File: config.mk
export PLATFORM = sky130hd
export DESIGN_NAME = sorted_timer_queue
export DESIGN_NICKNAME = d
export VERILOG_FILES = /design/src/design/sttq_pkg.sv /design/src/design/sttq_alu.sv /design/src/design/sttq_mem.sv /design/src/design/sorted_timer_queue.sv
export SDC_FILE = /design/constraint.sdc
export NUM_CORES = 2
export LEC_CHECK = 0
export BUFFER_PORTS_ARGS = -buffer_cell sky130_fd_sc_hd__buf_4
export CAP_MARGIN = 10
export CELL_PAD_IN_SITES_DETAIL_PLACEMENT = 1
export CELL_PAD_IN_SITES_GLOBAL_PLACEMENT = 2
export CORE_ASPECT_RATIO = 0.7
export CORE_UTILIZATION = 41
export CTS_CLUSTER_SIZE = 28
export DETAILED_ROUTE_END_ITERATION = 8
export GPL_TIMING_DRIVEN = 0
export PLACE_DENSITY_LB_ADDON = 0.1
export SLEW_MARGIN = 30
export SYNTH_ARGS = -nofsm -noshare
export SYNTH_HDL_FRONTEND = slang
export SYNTH_SLANG_ARGS = --single-unit
File: constraint.sdc
create_clock -name clk -period 8.9 [get_ports clk]
set_input_delay 1.335 -clock clk [delete_from_list [all_inputs] [get_ports clk]]
set_output_delay 1.335 -clock clk [all_outputs]
set_load 0.1 [all_outputs]
File: src/design/sttq_pkg.sv
// Shared types, codes and constants for the sorted timer queue.
package sttq_pkg;

  localparam int unsigned DEPTH_DEF      = 16;
  localparam int unsigned MAX_EXPIRE_DEF = 16;

  localparam logic [31:0] HALF_RANGE = 32'h8000_0000;
  localparam logic [31:0] LATE_LIMIT = 32'hFFFF_F000;

  typedef enum logic [1:0] {
    CMD_ADD    = 2'd0,
    CMD_CANCEL = 2'd1,
    CMD_QUERY  = 2'd2,
    CMD_TICK   = 2'd3
  } cmd_t;

  typedef enum logic [1:0] {
    KIND_EXPIRE = 2'd0,
    KIND_ADD    = 2'd1,
    KIND_CANCEL = 2'd2,
    KIND_QUERY  = 2'd3
  } kind_t;

  typedef enum logic {
    ALU_SUB = 1'b0,
    ALU_ADD = 1'b1
  } alu_op_t;

  typedef struct packed {
    logic [7:0]  id;
    logic        per;
    logic [31:0] period;
    logic [31:0] deadline;
  } entry_t;

  typedef struct packed {
    logic        earlier;
    logic        late;
  } alu_flags_t;

endpackage

File: src/design/sttq_alu.sv
// Shared 32-bit add/subtract unit with wrap-aware order and expiry flags.
module sttq_alu
  import sttq_pkg::*;
(
  input  alu_op_t     op,
  input  logic [31:0] a,
  input  logic [31:0] b,
  output logic [31:0] res,
  output alu_flags_t  flags
);

  always_comb begin
    res = (op == ALU_ADD) ? (a + b) : (a - b);
    flags.earlier = (res > HALF_RANGE);
    flags.late    = (res >= LATE_LIMIT);
  end

endmodule

File: src/design/sttq_mem.sv
// Timer entry store: one write port, one registered read port.
module sttq_mem
  import sttq_pkg::*;
#(
  parameter int unsigned DEPTH = DEPTH_DEF,
  localparam int unsigned AW = (DEPTH > 1) ? $clog2(DEPTH) : 1
) (
  input  logic          clk,
  input  logic          we,
  input  logic [AW-1:0] waddr,
  input  entry_t        wdata,
  input  logic [AW-1:0] raddr,
  output entry_t        rdata
);

  entry_t mem [DEPTH];

  always_ff @(posedge clk) begin
    if (we) begin
      mem[waddr] <= wdata;
    end
    rdata <= mem[raddr];
  end

endmodule

File: src/design/sorted_timer_queue.sv
// Top level: sequencer for the sorted timer queue.
//
//  port group  dir  handshake             payload
//  in_*        in   start && !busy        in_cmd, in_timer_id, in_periodic,
//                                         in_timeout_ms, in_now_ms
//  out_*       out  out_valid, 1 cycle    out_kind, out_id, out_running,
//                                         out_dropped, out_last
//
// One word at a time; busy stays high until all its results are out.
// Scans and shifts go through the entry store one entry at a time, with a
// read state and then a check or write state for each; a query scans the
// held entries, an add scans and shifts them, and a tick does so again per
// expired entry; the single read port and the shared adder set this pace.
// Reset (rst_n low, synchronous) empties the table; no clearing pass.
// The receiver cannot stall: each result is shown for exactly one cycle.
module sorted_timer_queue
  import sttq_pkg::*;
#(
  parameter int unsigned DEPTH      = DEPTH_DEF,
  parameter int unsigned MAX_EXPIRE = MAX_EXPIRE_DEF
) (
  input  logic        clk,
  input  logic        rst_n,
  input  logic        start,
  output logic        busy,
  input  logic [1:0]  in_cmd,
  input  logic [7:0]  in_timer_id,
  input  logic        in_periodic,
  input  logic [31:0] in_timeout_ms,
  input  logic [31:0] in_now_ms,
  output logic        out_valid,
  output logic [1:0]  out_kind,
  output logic [7:0]  out_id,
  output logic        out_running,
  output logic        out_dropped,
  output logic        out_last
);

  localparam int unsigned AW = (DEPTH > 1) ? $clog2(DEPTH) : 1;
  localparam int unsigned CW = $clog2(DEPTH + 1);
  localparam int unsigned NW = $clog2(MAX_EXPIRE + 1);

  typedef enum logic [15:0] {
    S_IDLE     = 16'h0001,
    S_FIND_RD  = 16'h0002,
    S_FIND_CK  = 16'h0004,
    S_FDONE    = 16'h0008,
    S_DROP_RD  = 16'h0010,
    S_DROP_WR  = 16'h0020,
    S_DROPPED  = 16'h0040,
    S_ADDSUM   = 16'h0080,
    S_PSCAN_RD = 16'h0100,
    S_PSCAN_CK = 16'h0200,
    S_SHIFT_RD = 16'h0400,
    S_SHIFT_WR = 16'h0800,
    S_PLACED   = 16'h1000,
    S_TICK_RD  = 16'h2000,
    S_TICK_CK  = 16'h4000,
    S_REARM    = 16'h8000
  } state_t;

  state_t          state_r, state_nxt;
  cmd_t            cmd_r;
  logic [31:0]     now_r;
  entry_t          ent_r, ent_nxt;
  logic [CW-1:0]   cnt_r, cnt_nxt;
  logic [CW-1:0]   idx_r, idx_nxt;
  logic [CW-1:0]   pos_r, pos_nxt;
  logic            found_r, found_nxt;
  logic [NW-1:0]   nexp_r, nexp_nxt;
  logic            pend_r, pend_nxt;
  logic [7:0]      pend_id_r, pend_id_nxt;

  logic            we;
  logic [AW-1:0]   waddr, raddr;
  entry_t          wdata, rdata;

  alu_op_t         alu_op;
  logic [31:0]     alu_a, alu_b, alu_res;
  alu_flags_t      alu_flags;

  logic            emit_v;
  kind_t           emit_kind;
  logic [7:0]      emit_id;
  logic            emit_run, emit_drop, emit_last;

  logic            accept;

  assign accept = start && !busy;
  assign busy   = (state_r != S_IDLE);

  sttq_mem #(.DEPTH(DEPTH)) u_mem (
    .clk   (clk),
    .we    (we),
    .waddr (waddr),
    .wdata (wdata),
    .raddr (raddr),
    .rdata (rdata)
  );

  sttq_alu u_alu (
    .op    (alu_op),
    .a     (alu_a),
    .b     (alu_b),
    .res   (alu_res),
    .flags (alu_flags)
  );

  always_comb begin
    state_nxt   = state_r;
    ent_nxt     = ent_r;
    cnt_nxt     = cnt_r;
    idx_nxt     = idx_r;
    pos_nxt     = pos_r;
    found_nxt   = found_r;
    nexp_nxt    = nexp_r;
    pend_nxt    = pend_r;
    pend_id_nxt = pend_id_r;
    we          = 1'b0;
    waddr       = idx_r[AW-1:0];
    wdata       = rdata;
    raddr       = idx_r[AW-1:0];
    alu_op      = ALU_SUB;
    alu_a       = rdata.deadline;
    alu_b       = ent_r.deadline;
    emit_v      = 1'b0;
    emit_kind   = KIND_EXPIRE;
    emit_id     = ent_r.id;
    emit_run    = 1'b0;
    emit_drop   = 1'b0;
    emit_last   = 1'b1;

    unique case (state_r)
      S_IDLE: begin
        if (accept) begin
          ent_nxt.id       = in_timer_id;
          ent_nxt.per      = in_periodic;
          ent_nxt.period   = in_timeout_ms;
          ent_nxt.deadline = in_timeout_ms;
          idx_nxt          = '0;
          found_nxt        = 1'b0;
          nexp_nxt         = '0;
          pend_nxt         = 1'b0;
          state_nxt = (cmd_t'(in_cmd) == CMD_TICK) ? S_TICK_RD : S_FIND_RD;
        end
      end
      S_FIND_RD: begin
        state_nxt = (idx_r == cnt_r) ? S_FDONE : S_FIND_CK;
      end
      S_FIND_CK: begin
        if (rdata.id == ent_r.id) begin
          found_nxt = 1'b1;
          pos_nxt   = idx_r;
          state_nxt = S_FDONE;
        end else begin
          idx_nxt   = idx_r + 1'b1;
          state_nxt = S_FIND_RD;
        end
      end
      S_FDONE: begin
        if (cmd_r == CMD_QUERY) begin
          emit_v    = 1'b1;
          emit_kind = KIND_QUERY;
          emit_run  = found_r;
          state_nxt = S_IDLE;
        end else if (found_r) begin
          idx_nxt   = pos_r;
          state_nxt = S_DROP_RD;
        end else begin
          state_nxt = S_DROPPED;
        end
      end
      // close the gap: entry i takes entry i+1
      S_DROP_RD: begin
        raddr = AW'(idx_r + 1'b1);
        if (CW'(idx_r + 1'b1) >= cnt_r) begin
          cnt_nxt   = cnt_r - 1'b1;
          state_nxt = S_DROPPED;
        end else begin
          state_nxt = S_DROP_WR;
        end
      end
      S_DROP_WR: begin
        we        = 1'b1;
        idx_nxt   = idx_r + 1'b1;
        state_nxt = S_DROP_RD;
      end
      S_DROPPED: begin
        unique case (cmd_r)
          CMD_CANCEL: begin
            emit_v    = 1'b1;
            emit_kind = KIND_CANCEL;
            state_nxt = S_IDLE;
          end
          CMD_ADD: begin
            if (cnt_r == CW'(DEPTH)) begin
              emit_v    = 1'b1;
              emit_kind = KIND_ADD;
              emit_drop = 1'b1;
              state_nxt = S_IDLE;
            end else begin
              state_nxt = S_ADDSUM;
            end
          end
          default: state_nxt = S_REARM;
        endcase
      end
      S_ADDSUM: begin
        alu_op           = ALU_ADD;
        alu_a            = now_r;
        alu_b            = ent_r.period;
        ent_nxt.deadline = alu_res;
        idx_nxt          = '0;
        state_nxt        = S_PSCAN_RD;
      end
      S_PSCAN_RD: begin
        if (idx_r == cnt_r) begin
          pos_nxt   = idx_r;
          state_nxt = S_SHIFT_RD;
        end else begin
          state_nxt = S_PSCAN_CK;
        end
      end
      S_PSCAN_CK: begin
        if (alu_flags.earlier) begin
          idx_nxt   = idx_r + 1'b1;
          state_nxt = S_PSCAN_RD;
        end else begin
          pos_nxt   = idx_r;
          idx_nxt   = cnt_r;
          state_nxt = S_SHIFT_RD;
        end
      end
      // open a gap at pos: entry i takes entry i-1, from the tail down
      S_SHIFT_RD: begin
        raddr = AW'(idx_r - 1'b1);
        if (idx_r == pos_r) begin
          we        = 1'b1;
          waddr     = pos_r[AW-1:0];
          wdata     = ent_r;
          cnt_nxt   = cnt_r + 1'b1;
          state_nxt = S_PLACED;
        end else begin
          state_nxt = S_SHIFT_WR;
        end
      end
      S_SHIFT_WR: begin
        we        = 1'b1;
        idx_nxt   = idx_r - 1'b1;
        state_nxt = S_SHIFT_RD;
      end
      S_PLACED: begin
        if (cmd_r == CMD_ADD) begin
          emit_v    = 1'b1;
          emit_kind = KIND_ADD;
          state_nxt = S_IDLE;
        end else begin
          state_nxt = S_TICK_RD;
        end
      end
      S_TICK_RD: begin
        raddr = '0;
        if (nexp_r == NW'(MAX_EXPIRE) || cnt_r == '0) begin
          emit_v    = pend_r;
          emit_id   = pend_id_r;
          state_nxt = S_IDLE;
        end else begin
          state_nxt = S_TICK_CK;
        end
      end
      S_TICK_CK: begin
        alu_b = now_r;
        if (alu_flags.late) begin
          // previous expiry is now known not to be the final word
          emit_v      = pend_r;
          emit_id     = pend_id_r;
          emit_last   = 1'b0;
          pend_nxt    = 1'b1;
          pend_id_nxt = rdata.id;
          ent_nxt     = rdata;
          nexp_nxt    = nexp_r + 1'b1;
          idx_nxt     = '0;
          state_nxt   = S_DROP_RD;
        end else begin
          emit_v    = pend_r;
          emit_id   = pend_id_r;
          state_nxt = S_IDLE;
        end
      end
      S_REARM: begin
        alu_op           = ALU_ADD;
        alu_a            = ent_r.deadline;
        alu_b            = ent_r.period;
        ent_nxt.deadline = alu_res;
        idx_nxt          = '0;
        state_nxt        = ent_r.per ? S_PSCAN_RD : S_TICK_RD;
      end
      default: state_nxt = S_IDLE;
    endcase
  end

  always_ff @(posedge clk) begin
    if (!rst_n) begin
      state_r   <= S_IDLE;
      cnt_r     <= '0;
      out_valid <= 1'b0;
      pend_r    <= 1'b0;
    end else begin
      state_r   <= state_nxt;
      cnt_r     <= cnt_nxt;
      out_valid <= emit_v;
      pend_r    <= pend_nxt;
    end
  end

  always_ff @(posedge clk) begin
    if (accept) begin
      cmd_r <= cmd_t'(in_cmd);
      now_r <= in_now_ms;
    end
    ent_r       <= ent_nxt;
    idx_r       <= idx_nxt;
    pos_r       <= pos_nxt;
    found_r     <= found_nxt;
    nexp_r      <= nexp_nxt;
    pend_id_r   <= pend_id_nxt;
    out_kind    <= emit_kind;
    out_id      <= emit_id;
    out_running <= emit_run;
    out_dropped <= emit_drop;
    out_last    <= emit_last;
  end

  a_cnt_bound: assert property (@(posedge clk) disable iff (!rst_n)
    cnt_r <= CW'(DEPTH)) else $error("entry count beyond depth");

  a_accept_busy: assert property (@(posedge clk) disable iff (!rst_n)
    accept |=> busy) else $error("accepted word did not make block busy");

  a_strobe_gap: assert property (@(posedge clk) disable iff (!rst_n)
    out_valid |=> !out_valid) else $error("results on back-to-back cycles");

  a_ack_last: assert property (@(posedge clk) disable iff (!rst_n)
    (out_valid && out_kind != KIND_EXPIRE) |-> out_last)
    else $error("ack not flagged last");

  a_idle_after_last: assert property (@(posedge clk) disable iff (!rst_n)
    (out_valid && out_last) |-> !busy) else $error("busy after final result");

endmodule
==> reports/results.tsv <==
metric	value	unit
pwr-share-clk	0.229	
power_leakage	23.7	nW
start_util	0.415	
timing.final.ws_setup	219	ps
swShare	0.427	
crit_required	9390	ps
multiInputGateArea	17600	sq um
wl	215	mm
via_per_inst	5.94	
synth-simple-area-share	0.0946	
final_nets	4945	
grt_util_all_layers	0.290	
p_int	15.0	mW
hold_viol	0	
drt_iter0_drc	4147	
synth_nets	4563	
port_buffers	92	
max-slew-margin-rel	0.321	
ys_ff_latch	1408	
n_fill_cell	14300	
synthTopCellsByArea	edfxtp_1, a211oi_1, nand2_1	
remaining_drc_errors	0	
vias	40900	
arrival	9170	ps
postCtsHoldBufs	0	
first_pass_iters	6	
seq_area_frac_synth	0.689	
skew	40.4	ps
share_comb_of_total_power	0.422	
io_pins	93	
synth.area.mux_share	0.0409	
final-setup-viol-count	0	
yosysWarnings	0	
powerDensity	374	nW/um^2
syn_to_final_growth	17.5	%
htreeDepth	4	
rsz0062_at_grt	false	
post-route-min-period	8680	ps
die_height	321	um
clockBufferDepth	3	
fp.coreArea	144000	sq um
clock-root-buffer	clkbuf_16	
final_common_cell	edfxtp_1	
die_w	458	um
synth_compound_area_frac	0.131	
synthCells	4440	
die-area	147000	sq um
drv_slew	0	
syn_area	59800	sq um
startpoint_type	flop	
most-common-layout-cells	edfxtp_1, nand2_1, a211oi_1	
numCtsBuffers	142	
ant_nets	0	
grt_max_degree	25	
seq_area	41200	sq um
yosysTopAreaCell	edfxtp_1	
grt_pass1_wl	304	mm
cts.sinks	1408	
p_seq_frac	0.348	
num_rows	116	
synth_flop_cell	edfxtp_1	
synth_xor_area_frac	0.0129	
post-route-cell-area	70200	sq um
async_reset_ff_frac	0	
switchingPower	11.2	mW
cts_tree	built	
cpMaxStageDelayCell	o21ai_1	
cap_violations	0	
synth_edf_count	1299	
synth_top_family_by_area	compound AO/OA/AOI/OAI gates	
clk_pin_slew	60	ps
dpl_cell_area	65400	sq um
clock_latency	800	ps
dpl.hpwl	158	mm
worstHoldPathType	reg -> reg	
gr-total-overflow	0	
gp_congestion	0.952	
slowest_delay	760	ps
period_share	0.975	
grt_pass1_vias	40600	
fmax	115	MHz
synth_top_area_frac	0.653	
vdd_drop_max	206	uV
place_ws	-1560	ps
synth.distinct_cells	76	
status	finished clean	
final_layout_size_suffix_gt1_frac	0.128	
cp_max_fo	17	
antenna_found_initial	7	
wl_per_cell	31.1	um
syn_area_per_cell	13.5	sq um
worst_pin_slew	1020	ps
end_kind	flop	
crit_type	reg -> reg	
whs	461	ps
synth_fa_ha_area_frac	0.00967	
-- through the flow --
step	setup TNS, ps	instances	util	power [mW]
3_3_place_gp	-3228500	6479	0.437	19.7
4_1_cts	0	6878	0.487	26.2
5_1_grt	0	6886	0.488	27.3
2_1_floorplan	0	4440	-	15.1
6_report	0	6889	0.488	26.2
3_5_place_dp	-129840	6609	0.455	20.1
-- layer usage --
metal	wire length, um	track usage
met3	14500	0.0462
met1	102000	0.439
met4	4370	0.0661
met5	0	0
met2	93800	0.436
-- power groups by stage --
| stage | Sequential, mW | Combinational, mW | Clock, mW |
|---|---|---|---|
| 2_1_floorplan | 8.98 | 6.12 | 0 |
| 4_1_cts | 9.11 | 10.9 | 6.10 |
| 3_3_place_gp | 9.29 | 10.4 | 0 |
| 3_5_place_dp | 9.25 | 10.9 | 0 |
| 6_report | 9.14 | 11.1 | 6.02 |
| 5_1_grt | 9.14 | 11.8 | 6.35 |
-- cells by family after synthesis --
kind of cell / Yosys count
flops: 1408
simple gates: 1171
compound gates: 1163
buf+inv: 331
mux: 234
xor+xnor: 88
fa+ha+maj: 45
-- critical path: cells and delay by family, from the launching register on --
family	cells	cell delay, ps
adders and majority gates	1	300
DFF	1	340
and+or+nand+nor	9	2590
xor gates and xnor gates	2	510
AOI/OAI and AO/OA	9	3010
buffers and inverters	7	1580
-- cell usage after synthesis, drive strengths merged (18+ instances only) --
master	number
nor3	31
a211oi	518
ha	43
and2	300
clkbuf	265
nor2	101
a21o	19
inv	24
mux2	82
buf	41
a31oi	152
a22oi	81
nand4	22
nand3	26
a21oi	226
o21ai	83
xnor2	43
xor2	45
and3	18
dfxtp	109
edfxtp	1299
mux2i	152
nand2	589
-- path summary, 6_finish.rpt --
kind	startpoint	slack [ps]	depth (start not counted)	to
min	idx_r[3]	460	0	pos_r[3]
max reg2reg	state_r[2]	220	28	ent_r[23]
min reg2reg	idx_r[3]	460	0	pos_r[3]
max	state_r[2]	220	28	ent_r[23]
-- flip-flops by register name (all words and copies together) (netlist names), 5 cells and up --
name	cells
u_mem.mem	1168
ent_r	73
u_mem.rdata	73
now_r	32
state_r	16
out_id	8
pend_id_r	8
cnt_r	5
idx_r	5
nexp_r	5
pos_r	5
-- repair_timing --
action / CTS / global route
setup buffers: 8 / 7
cloned: 0 / 0
endpoints found under the setup margin: 107 / 99
gates resized for setup: 14 / 23
pin swaps: 3 / 1
-- area by class of cell --
class                   instances  area share
well taps                    1947      0.0347
inverters                      25     0.00134
repair buffers                239      0.0446
plain buffers                 305      0.0174
flip-flops and latches       1408       0.587
clock buffers                 193      0.0558
diodes                          3    0.000107
clock inverters                68     0.00921
multi-input cells            2701       0.250
(Power assumes the default switching activity.)
